===== config.mk =====
export PLATFORM = sky130hd
export DESIGN_NAME = control_ownership_arbiter
export DESIGN_NICKNAME = d
export VERILOG_FILES = /design/src/rtl/core/coa_pkg.sv /design/src/rtl/core/coa_queue_cell.sv /design/src/rtl/core/control_ownership_arbiter.sv
export SDC_FILE = /design/constraint.sdc
export NUM_CORES = 1
export LEC_CHECK = 0
export ABC_AREA = 1
export BUFFER_PORTS_ARGS = -buffer_cell sky130_fd_sc_hd__buf_2
export CORE_ASPECT_RATIO = 1.5
export CORE_UTILIZATION = 60
export CTS_BUF_LIST = sky130_fd_sc_hd__clkbuf_2
export CTS_CLUSTER_SIZE = 40
export DETAILED_ROUTE_END_ITERATION = 12
export PLACE_DENSITY = 0.79
export RECOVER_POWER = 50
export SYNTH_ARGS = -nofsm -noshare
export SYNTH_HDL_FRONTEND = slang
export SYNTH_SLANG_ARGS = --single-unit

===== constraint.sdc =====
create_clock -name clk -period 3.1 [get_ports clk]
set_clock_uncertainty 0.15 [all_clocks]
set_input_delay 0.155 -clock clk [delete_from_list [all_inputs] [get_ports clk]]
set_output_delay 0.155 -clock clk [all_outputs]
set_load 0.03 [all_outputs]

===== src/rtl/core/coa_pkg.sv =====
// Shared types and constants for the control ownership arbiter.
// No dependencies; imported by the queue cell and the top level.
`timescale 1ns / 1ps

package coa_pkg;

  // Default sizes, handed to the top-level parameters
  localparam int QUEUE_DEPTH_DEF = 8;
  localparam int ID_BITS_DEF     = 8;

  // Width of the reported waiting count field
  localparam int OUT_COUNT_BITS = 4;

  // Command codes
  typedef enum logic [1:0] {
    FUNC_REQUEST  = 2'd0,
    FUNC_GRAB     = 2'd1,
    FUNC_RELEASE  = 2'd2,
    FUNC_TRANSFER = 2'd3
  } func_t;

  // Status codes
  typedef enum logic [1:0] {
    ST_OK           = 2'd0,
    ST_FULL         = 2'd1,
    ST_NOT_OWNER    = 2'd2,
    ST_NO_RECIPIENT = 2'd3
  } status_t;

  // Per-word control broadcast to every queue cell
  typedef struct packed {
    logic drop_en;    // remove first entry equal to match id
    logic append_en;  // write source id at the tail slot
  } cell_ctrl_t;

endpackage


===== src/rtl/core/coa_queue_cell.sv =====
// One slot of the waiting queue: holds an id, compares it, shifts down on removal.
// Depends on coa_pkg (cell_ctrl_t).
`timescale 1ns / 1ps

module coa_queue_cell #(
  parameter int IDX     = 0,
  parameter int ID_BITS = 8,
  parameter int CW      = 4
) (
  input  logic                clk,
  input  coa_pkg::cell_ctrl_t ctrl,
  input  logic [CW-1:0]       count,
  input  logic [ID_BITS-1:0]  match_id,
  input  logic [ID_BITS-1:0]  src_id,
  input  logic                found_in,
  output logic                found_out,
  input  logic                last_in,
  output logic                last_out,
  input  logic [ID_BITS-1:0]  next_data,
  output logic [ID_BITS-1:0]  data_out
);
  import coa_pkg::*;

  localparam logic [CW-1:0] IdxC   = CW'(IDX);
  localparam logic [CW-1:0] IdxP1C = CW'(IDX + 1);

  logic [ID_BITS-1:0] data_r;
  logic [ID_BITS-1:0] data_nxt;
  logic               occupied;
  logic               hit;

  assign occupied = (IdxC < count);
  assign hit      = occupied && (data_r == match_id);

  // First-match chain: set from the first matching slot onward
  assign found_out = found_in | hit;

  // Tail check: this slot is the last waiter and equals the source
  assign last_out = last_in | ((count == IdxP1C) && (data_r == src_id));

  assign data_out = data_r;

  // Shift down from the first match, or take the source at the tail slot
  always_comb begin
    data_nxt = data_r;
    if (ctrl.drop_en && found_out && occupied) begin
      data_nxt = next_data;
    end else if (ctrl.append_en && (count == IdxC)) begin
      data_nxt = src_id;
    end
  end

  always_ff @(posedge clk) begin
    data_r <= data_nxt;
  end

endmodule


===== src/rtl/core/control_ownership_arbiter.sv =====
// Control ownership arbiter: owner register plus a chain of queue cells.
// Depends on coa_pkg and coa_queue_cell.
//
//   channel | direction | handshake         | payload
//   in_     | input     | in_valid/in_stall | func, source_id, has_recipient, recipient_id
//   out_    | output    | out_valid/out_stall | status, owner_id, waiting_count, source_is_owner
//
// Each command is settled at once: the cell chain compares and shifts all slots together,
// and the result is registered.
// A new word is taken every cycle while the result register is free or being drained.
// in_stall is high while a result is held and out_stall is high.
// Synchronous reset clears owner, count and output valid; queue slots have no reset.
`timescale 1ns / 1ps

module control_ownership_arbiter #(
  parameter int QUEUE_DEPTH = coa_pkg::QUEUE_DEPTH_DEF,
  parameter int ID_BITS     = coa_pkg::ID_BITS_DEF
) (
  input  logic                               clk,
  input  logic                               rst_n,
  input  logic                               in_valid,
  output logic                               in_stall,
  input  logic [1:0]                         in_func,
  input  logic [ID_BITS-1:0]                 in_source_id,
  input  logic                               in_has_recipient,
  input  logic [ID_BITS-1:0]                 in_recipient_id,
  output logic                               out_valid,
  input  logic                               out_stall,
  output logic [1:0]                         out_status,
  output logic [ID_BITS-1:0]                 out_owner_id,
  output logic [coa_pkg::OUT_COUNT_BITS-1:0] out_waiting_count,
  output logic                               out_source_is_owner
);
  import coa_pkg::*;

  localparam int CW = $clog2(QUEUE_DEPTH + 1);
  localparam logic [CW-1:0] DepthC = CW'(QUEUE_DEPTH);

  logic               in_acc;
  logic [ID_BITS-1:0] owner_r, owner_nxt;
  logic [CW-1:0]      count_r, count_nxt;
  status_t            status;
  cell_ctrl_t         ctrl;
  logic [ID_BITS-1:0] match_id;
  logic               drop_en, append_en;

  logic [ID_BITS-1:0] cell_data [QUEUE_DEPTH];
  logic               found_chain [QUEUE_DEPTH+1];
  logic               last_chain  [QUEUE_DEPTH+1];

  logic                      out_valid_r;
  status_t                   out_status_r;
  logic [ID_BITS-1:0]        out_owner_r;
  logic [OUT_COUNT_BITS-1:0] out_count_r;
  logic                      out_src_own_r;

  // Handshake
  assign in_stall = out_valid_r & out_stall;
  assign in_acc   = in_valid & ~in_stall;

  // Queue cell chain
  assign found_chain[0] = 1'b0;
  assign last_chain[0]  = 1'b0;
  assign ctrl.drop_en   = drop_en & in_acc;
  assign ctrl.append_en = append_en & in_acc;

  for (genvar g = 0; g < QUEUE_DEPTH; g++) begin : g_cell
    logic [ID_BITS-1:0] nbr;
    if (g + 1 < QUEUE_DEPTH) begin : g_mid
      assign nbr = cell_data[g+1];
    end else begin : g_end
      assign nbr = cell_data[g];
    end
    coa_queue_cell #(
      .IDX     (g),
      .ID_BITS (ID_BITS),
      .CW      (CW)
    ) u_cell (
      .clk       (clk),
      .ctrl      (ctrl),
      .count     (count_r),
      .match_id  (match_id),
      .src_id    (in_source_id),
      .found_in  (found_chain[g]),
      .found_out (found_chain[g+1]),
      .last_in   (last_chain[g]),
      .last_out  (last_chain[g+1]),
      .next_data (nbr),
      .data_out  (cell_data[g])
    );
  end

  // Command decode
  always_comb begin
    status    = ST_OK;
    owner_nxt = owner_r;
    drop_en   = 1'b0;
    append_en = 1'b0;
    match_id  = in_source_id;
    case (func_t'(in_func))
      FUNC_REQUEST: begin
        if (owner_r == '0) begin
          owner_nxt = in_source_id;
        end else if ((owner_r == in_source_id) && (count_r == '0)) begin
          // already in control, nobody waiting
        end else if (last_chain[QUEUE_DEPTH]) begin
          // already last in line
        end else if (count_r < DepthC) begin
          append_en = 1'b1;
        end else begin
          status = ST_FULL;
        end
      end
      FUNC_GRAB: begin
        owner_nxt = in_source_id;
        drop_en   = 1'b1;
      end
      FUNC_RELEASE: begin
        match_id = cell_data[0];
        if (owner_r != in_source_id) begin
          status = ST_NOT_OWNER;
        end else if (count_r != '0) begin
          owner_nxt = cell_data[0];
          drop_en   = 1'b1;
        end else begin
          owner_nxt = '0;
        end
      end
      FUNC_TRANSFER: begin
        match_id = in_recipient_id;
        if (owner_r != in_source_id) begin
          status = ST_NOT_OWNER;
        end else if (!in_has_recipient) begin
          status = ST_NO_RECIPIENT;
        end else begin
          owner_nxt = in_recipient_id;
          drop_en   = 1'b1;
        end
      end
      default: begin
        status = ST_OK;
      end
    endcase
  end

  // Count update
  always_comb begin
    count_nxt = count_r;
    if (append_en) begin
      count_nxt = count_r + CW'(1);
    end else if (drop_en && found_chain[QUEUE_DEPTH]) begin
      count_nxt = count_r - CW'(1);
    end
  end

  // State registers
  always_ff @(posedge clk) begin
    if (!rst_n) begin
      owner_r <= '0;
      count_r <= '0;
    end else if (in_acc) begin
      owner_r <= owner_nxt;
      count_r <= count_nxt;
    end
  end

  // Result register
  always_ff @(posedge clk) begin
    if (!rst_n) begin
      out_valid_r <= 1'b0;
    end else if (in_acc) begin
      out_valid_r <= 1'b1;
    end else if (!out_stall) begin
      out_valid_r <= 1'b0;
    end
  end

  always_ff @(posedge clk) begin
    if (in_acc) begin
      out_status_r  <= status;
      out_owner_r   <= owner_nxt;
      out_count_r   <= OUT_COUNT_BITS'(count_nxt);
      out_src_own_r <= (owner_nxt == in_source_id);
    end
  end

  assign out_valid           = out_valid_r;
  assign out_status          = out_status_r;
  assign out_owner_id        = out_owner_r;
  assign out_waiting_count   = out_count_r;
  assign out_source_is_owner = out_src_own_r;

endmodule

### After elaboration in Yosys (flattened, before gate mapping)

Cells that the tools add are included.

| storage, ports and cells | value |
|---|---|
| input bits | 23 |
| register bits | 92 |
| bits in writable memories | 0 |
| logic and storage cells | 174 |
| memories | 0 |
| bits in read-only memories | 0 |
| bits in latches | 0 |

| operators by class | value |
|---|---|
| multipliers | 0 |
| magnitude comparators | 9 |
| mux-type cells | 43 |
| shift-type cells | 0 |
| div/mod/pow operators | 0 |
| reduce and logical (&&, ||, !) cells | 54 |
| bitwise operators | 20 |
| equality and inequality tests | 31 |
| $add $sub $neg | 2 |

Operator list:

| cell | number |
|---|---|
| $mux 8 | 19 |
| $eq 8x8->1 | 18 |
| $logic_and 1x1->1 | 42 |
| $pmux 8 s4 | 1 |
| $eq 4x3->1 const B | 4 |
| $lt 3x4->1 const A | 4 |
| $pmux 8 s2 | 1 |
| $mux 1 | 15 |
| $or 1x1->1 | 14 |
| $reduce_bool 2->1 | 7 |
| $eq 4x2->1 const B | 2 |
| $logic_not 8->1 | 1 |
| $lt 1x4->1 const A | 2 |
| $lt 2x4->1 const A | 2 |
| $mux 4 | 2 |
| $ne 8x8->1 | 1 |
| $mux 2 | 3 |
| $pmux 2 s3 | 1 |
| $add 4x1->4 const B | 1 |
| $and 1x1->1 | 4 |
| $eq 2x2->1 const B | 2 |
| $eq 4x1->1 const B | 1 |
| $eq 4x4->1 const B | 1 |
| $logic_not 4->1 | 1 |
| 9 further kinds | 10 |

### Logic depth before layout (Yosys ltp)

| depth | value |
|---|---|
| depth in word-level cells | 17 |
| mapped depth | 22 |
| depth with buffers taken out | 20 |

### By module

From an unflattened synthesis, not the netlist that was laid out.

| unflattened totals | value |
|---|---|
| cell total of the unflattened synthesis | 1159 |
| area total of the unflattened synthesis | 7865.0 um^2 |

By module, submodules not included:

| module | area each (um^2) | times used | sequential area each (um^2) | cells an instance |
|---|---|---|---|---|
| control_ownership_arbiter | 2427.3 | 1 | 710.7 | 385 |
| coa_queue_cell (g_cell[5].u_cell) | 709.4 | 1 | 240.2 | 108 |
| coa_queue_cell (g_cell[1].u_cell) | 706.9 | 1 | 240.2 | 103 |
| coa_queue_cell (g_cell[6].u_cell) | 685.7 | 1 | 240.2 | 99 |
| coa_queue_cell (g_cell[3].u_cell) | 676.9 | 1 | 240.2 | 97 |
| coa_queue_cell (g_cell[4].u_cell) | 671.9 | 1 | 240.2 | 97 |
| coa_queue_cell (g_cell[7].u_cell) | 669.4 | 1 | 240.2 | 96 |
| coa_queue_cell (g_cell[0].u_cell) | 668.1 | 1 | 240.2 | 92 |
| coa_queue_cell (g_cell[2].u_cell) | 649.4 | 1 | 240.2 | 82 |

### Least setup slack after synthesis

OpenSTA, ideal clock, no wires.

| path | value |
|---|---|
| path kind | register to register |
| from | register count_r[0] |
| to | register g_cell[2].u_cell.data_r[0] (enable) |
| data arrival time | 2246 ps |
| setup slack | 317 ps |
| buffers on the path | 0 |
| cell stages (with the launch flop) | 14 |
| cells stage by stage | dfxtp_1 inv_1 ha_1 inv_1 nor2_1 inv_1 nor3_1 nand3_1 nand2_1 nor2_1 nand3_1 nor2_1 inv_1 o31ai_1 |

| on the way | value |
|---|---|
| word-level cells in the longest chain between the ends | 16 |
| elaborated cells between the ends (all ways) | 49 |

RTL lines:

| item | line | RTL |
|---|---|---|
| start: declaration | control_ownership_arbiter.sv:41 | `logic [CW-1:0] count_r, count_nxt;` |
| start signal: assignment | control_ownership_arbiter.sv:163 | `count_r <= count_nxt;` |
| $eq 4x1->1 / $eq 4x2->1 (equally long branches) | coa_queue_cell.sv:39, coa_queue_cell.sv:48 |  |
| $logic_and 1x1->1 | coa_queue_cell.sv:39 | `assign last_out = last_in \| ((count == IdxP1C) && (data_r == src_id));` |
| $or 1x1->1 (7 in a row) | coa_queue_cell.sv:39 |  |
| $mux 1 | control_ownership_arbiter.sv:106 | `end else if (last_chain[QUEUE_DEPTH]) begin` |
| $mux 1 | control_ownership_arbiter.sv:104 | `end else if ((owner_r == in_source_id) && (count_r == '0)) begin` |
| $mux 1 | control_ownership_arbiter.sv:102 | `if (owner_r == '0) begin` |
| $mux 1 | control_ownership_arbiter.sv:100 | `case (func_t'(in_func))` |
| $and 1x1->1 | control_ownership_arbiter.sv:65 | `assign ctrl.append_en = append_en & in_acc;` |
| $logic_and 1x1->1 | coa_queue_cell.sv:48 | `end else if (ctrl.append_en && (count == IdxC)) begin` |
| $reduce_bool 2->1 (no source line) * | - |  |
| end signal: assignment | coa_queue_cell.sv:54 | `data_r <= data_nxt;` |
| end: declaration | coa_queue_cell.sv:27 | `logic [ID_BITS-1:0] data_r;` |

Mark *: on every way between the ends. The rest lies on a longest branch, timed or not.
A chain may end at the register's enable or synchronous reset.

### Worst setup path in the final report

| path | value |
|---|---|
| from | register g_cell[0].u_cell.data_r[0] |
| to | register g_cell[5].u_cell.data_r[0], data pin |

| on the way | value |
|---|---|
| word-level cells in the longest chain between the ends | 11 |
| elaborated cells between the ends (all ways) | 21 |

RTL lines:

| item | line | RTL |
|---|---|---|
| start: declaration | coa_queue_cell.sv:27 |  |
| start signal: assignment | coa_queue_cell.sv:54 |  |
| $pmux 8 s2 | control_ownership_arbiter.sv:100 |  |
| $eq 8x8->1 | coa_queue_cell.sv:33 | `assign hit = occupied && (data_r == match_id);` |
| $logic_and 1x1->1 | coa_queue_cell.sv:33 |  |
| $or 1x1->1 (4 in a row) | coa_queue_cell.sv:36 | `assign found_out = found_in \| hit;` |
| $or 1x1->1 * | coa_queue_cell.sv:36 |  |
| $logic_and 1x1->1 * (2 in a row) | coa_queue_cell.sv:46 | `if (ctrl.drop_en && found_out && occupied) begin` |
| $mux 8 * | coa_queue_cell.sv:46 |  |
| via g_cell[5].u_cell.data_nxt[0] | coa_queue_cell.sv:28 | `logic [ID_BITS-1:0] data_nxt;` |
| end signal: assignment | coa_queue_cell.sv:54 |  |
| end: declaration | coa_queue_cell.sv:27 |  |

Mark *: on every way through the listed nets, which the timed path passes. The rest lies on a longest branch.

==> summary.md <==
| Metric | Value |
|---|---|
| Cells after synthesis | `930` |
| Top Metal Used | `met4` |
| RD Place Congestion | `about 1.0` |
| Worst skew pair latency | `620 ps` |
| Final WL | `between 20000 and 25000 um` |
| Main synth FF type | `edfxtp_1` |
| IO Count | `40` |
| Multi-input combinational cell area | `~3700 sq um` |
| CP Max Fanout | `9` |
| DR vias | `~7.1k` |
| WP data required | `around 3300 ps` |
| Hold path startpoint | `in_recipient_id[0]` |
| Clock Path Buffers | `2` |
| Post-synthesis to final-layout area growth | `14.8%` |
| Placed cell area | `roughly 7900 sq um` |
| CTS buffer count | `9` |
| Static Leak | `about 3.8 nW` |
| Reg-to-Reg End | `g_cell[5].u_cell.data_out[0]` |
| Layout cells sized above 1 | `between 10% and 20%` |
| Library cells used by synthesis | `52` |
| Clk sink count | `between 90 and 100` |
| RSZ-0062 raised after global routing | `no` |
| Initial antenna violation count | `1` |
| Setup TNS Final | `0 ps` |
| Hold endpoint | `out_owner_id[0]` |
| Fillers | `between 1k and 1.5k` |
| Port buffer count | `39` |
| Die area | `between 10000 and 15000 sq um` |
| FP Rows | `48` |
| Metal3 WL | `~2200 um` |
| Number of synthesized register bits | `about 90` |
| DP HPWL | `between 15000 and 20000 um` |
| Cell area power density | `335 nW/um^2` |
| Reg2reg start | `g_cell[0].u_cell.data_out[0]` |
| Routed Antenna Nets | `0` |
| Largest net degree at the start of global routing | `27` |
| Non-Filler Instances | `around 1.2k` |
| CP startpoint kind | `flip-flop` |
| Maximum VDD drop | `between 0.0002 and 0.00025 V` |
| Crit path DAT | `about 3100 ps` |
| Vias/cell | `just under 6` |
| Initial drt markers | `approximately 960` |
| Crit path launch | `g_cell[0].u_cell.data_out[0]` |
| Slew Limit Fails | `0` |
| Initial core utilization | `about three fifths` |
| CTS root buffer | `clkbuf_2` |
| Post-synth EDFFs | `79` |
| Cell area after synthesis | `7020 sq um` |
| First-pass GRT wire length | `~37000 um` |
| Crit. End Element | `flip-flop` |
| Fmax | `about 0.34 GHz` |
| Dpl cells | `roughly 1.2k` |
| TritonCTS clock tree | `done` |
| Die Span Y | `134 um` |
| Final hold violation count | `0` |
| Net Count, Synth | `959` |
| Reg2reg setup slack | `between 150 and 200 ps` |
| WL/cell | `~20 um` |
| Hold path cells | `5` |
| Outcome | `complete, no violations` |
| Hold slack | `30.9 ps` |
| Min Tclk post-route | `2930 ps` |
| Asr flop ratio synth | `0%` |
| Residual DRC | `0` |
| Core Box Area | `about 11000 sq um` |
| Reg clk slew, reported paths | `280 ps` |
| GRT overflow | `0` |
| Final setup violation count | `0` |
| Final Core Density | `a little over two thirds` |
| Die width | `around 90 um` |
| Cell count of the worst reg-to-reg path | `16` |
| Final Cell Area | `8060 sq um` |
| Met1 WL | `roughly 8500 um` |
| Final Net Count | `1071` |
| Period utilization | `between 90% and 100%` |
| Seq/Total Area, Yosys | `37.5%` |
| Min-delay worst type | `in2reg` |
| Worst slew pin tran | `about 1400 ps` |
| Setup CP Type | `reg2reg` |
| Met2 Wirelength | `about 12000 um` |
| Maxcap violations | `0` |
| GR Util All Layers | `about two fifths` |
| Commonest cells after routing, fill and taps aside | `269 x nand2_1, 109 x inv_1, 79 x edfxtp_1` |
| Commonest non-fill, non-tap cell in the layout | `nand2_1` |
| FF/Latch Area | `approximately 2600 sq um` |
| Slew HR | `under 10%` |
| Synth Warn # | `0` |
| Mean Syn Cell Area | `~7.5 sq um` |
| Drt pass-1 iters | `7` |
| Number of H-tree levels | `3` |
| Number of global-route vias before repair | `about 7k` |
synth_stat cells (2+ instances only):
library cell / instances / area [sq um]
nand2_1: 268 / 1010
inv_1: 109 / 409
edfxtp_1: 79 / 2370
nor2_1: 62 / 233
o21ai_0: 59 / 295
xor2_1: 50 / 438
nand4_1: 47 / 294
a21oi_1: 32 / 160
nand3_1: 30 / 150
o21ai_1: 21 / 105
dfxtp_1: 13 / 260
nor4_1: 13 / 81.3
inv_2: 11 / 41.3
nand2_2: 11 / 68.8
buf_2: 10 / 50.1
buf_4: 10 / 75.1
nand3_2: 9 / 90.1
nor3_1: 8 / 40.0
clkbuf_1: 7 / 26.3
o221ai_1: 7 / 61.3
a21oi_2: 6 / 52.6
ha_1: 6 / 75.1
nand2_4: 6 / 67.6
nand3_4: 6 / 105
buf_6: 5 / 56.3
inv_4: 4 / 25.0
o22ai_1: 4 / 25.0
nor2_4: 3 / 33.8
o211ai_1: 3 / 22.5
xnor2_1: 3 / 26.3
a221oi_1: 2 / 17.5
a22oi_1: 2 / 15.0
nor2_2: 2 / 12.5
o2111ai_1: 2 / 17.5
o21ai_2: 2 / 17.5
o31ai_1: 2 / 15.0
logic make-up after synthesis:
kind of cell | after synthesis | share of synthesized area, %
AO/OA/AOI/OAI | 145 | 11.8
AND/OR/NAND/NOR | 475 | 33.0
adder cells (fa/ha/maj) | 6 | 1.07
buffers and inverters | 159 | 10.1
flip-flops | 92 | 37.5
XOR/XNOR | 53 | 6.61
worst max-delay path, cell delays in order, from the launching register on:
cell      delay [ps]
edfxtp_1         520
inv_1            130
nand2_1          240
nand3_4          230
nand2_1          120
nand2_1           50
nor2_1           100
nand2_1           90
nor2_2           220
nor2_8            70
nand4_4           90
nor2_4            60
nor2_2            90
nand2_2          120
buf_4            210
nor2_1           130
a21oi_2           60
final cells by class:
class	instances	share of cell area, %
antenna	1	0.0310
clock buffer	10	0.621
clock inverter	6	0.512
inverter	125	5.94
multi-input combinational	679	45.7
sequential	92	32.7
tap	150	2.33
timing repair buffer	135	12.2
worst max-delay path by stage:
stage,slack (ps),endpoint,depth (start not counted)
after floorplan,320,g_cell[2].u_cell.data_out[0],13
after CTS,70,g_cell[5].u_cell.data_out[0],15
final,170,g_cell[5].u_cell.data_out[0],16
after global routing,20,out_source_is_owner,17
after global placement,90,g_cell[6].u_cell.data_out[6],13
after detailed placement,-20,g_cell[6].u_cell.data_out[7],13
sequential cells by signal (all words and copies together) (netlist names):
register,flops
owner_r,8
out_source_is_owner,1
out_owner_id,8
out_waiting_count,4
count_r,4
out_valid,1
out_status,2
g_cell.u_cell.data_out,64
report_power, final:
group	total (mW)	switching, mW	internal, mW
clock	0.556	0.449	0.107
combinational	0.740	0.487	0.253
sequential	1.41	0.0222	1.39
stage by stage:
stage / total power, mW / setup WS (ps)
floorplan: 1.89 / 317
global placement: 2.14 / 88.3
detailed placement: 2.14 / -18.4
CTS: 2.69 / 66.9
global route: 2.79 / 17.6
finish: 2.70 / 173
routing by layer:
metal | vias to the layer above | track usage (%)
li1 | 3328 | -
met1 | 3262 | 46.7
met2 | 435 | 68.1
met3 | 121 | 5.18
met4 | 0 | 29.3
met5 | - | 0
timing repair:
action / 4_1_cts / 5_1_grt
endpoints found under the hold margin: 53 / 0
gates resized for setup: 1 / 2
pin swaps: 0 / 0
endpoints found under the setup margin: 8 / 17
hold buffers: 14 / 0
buffers inserted: 0 / 2
No activity file was read; power rests on OpenSTA's default activity.
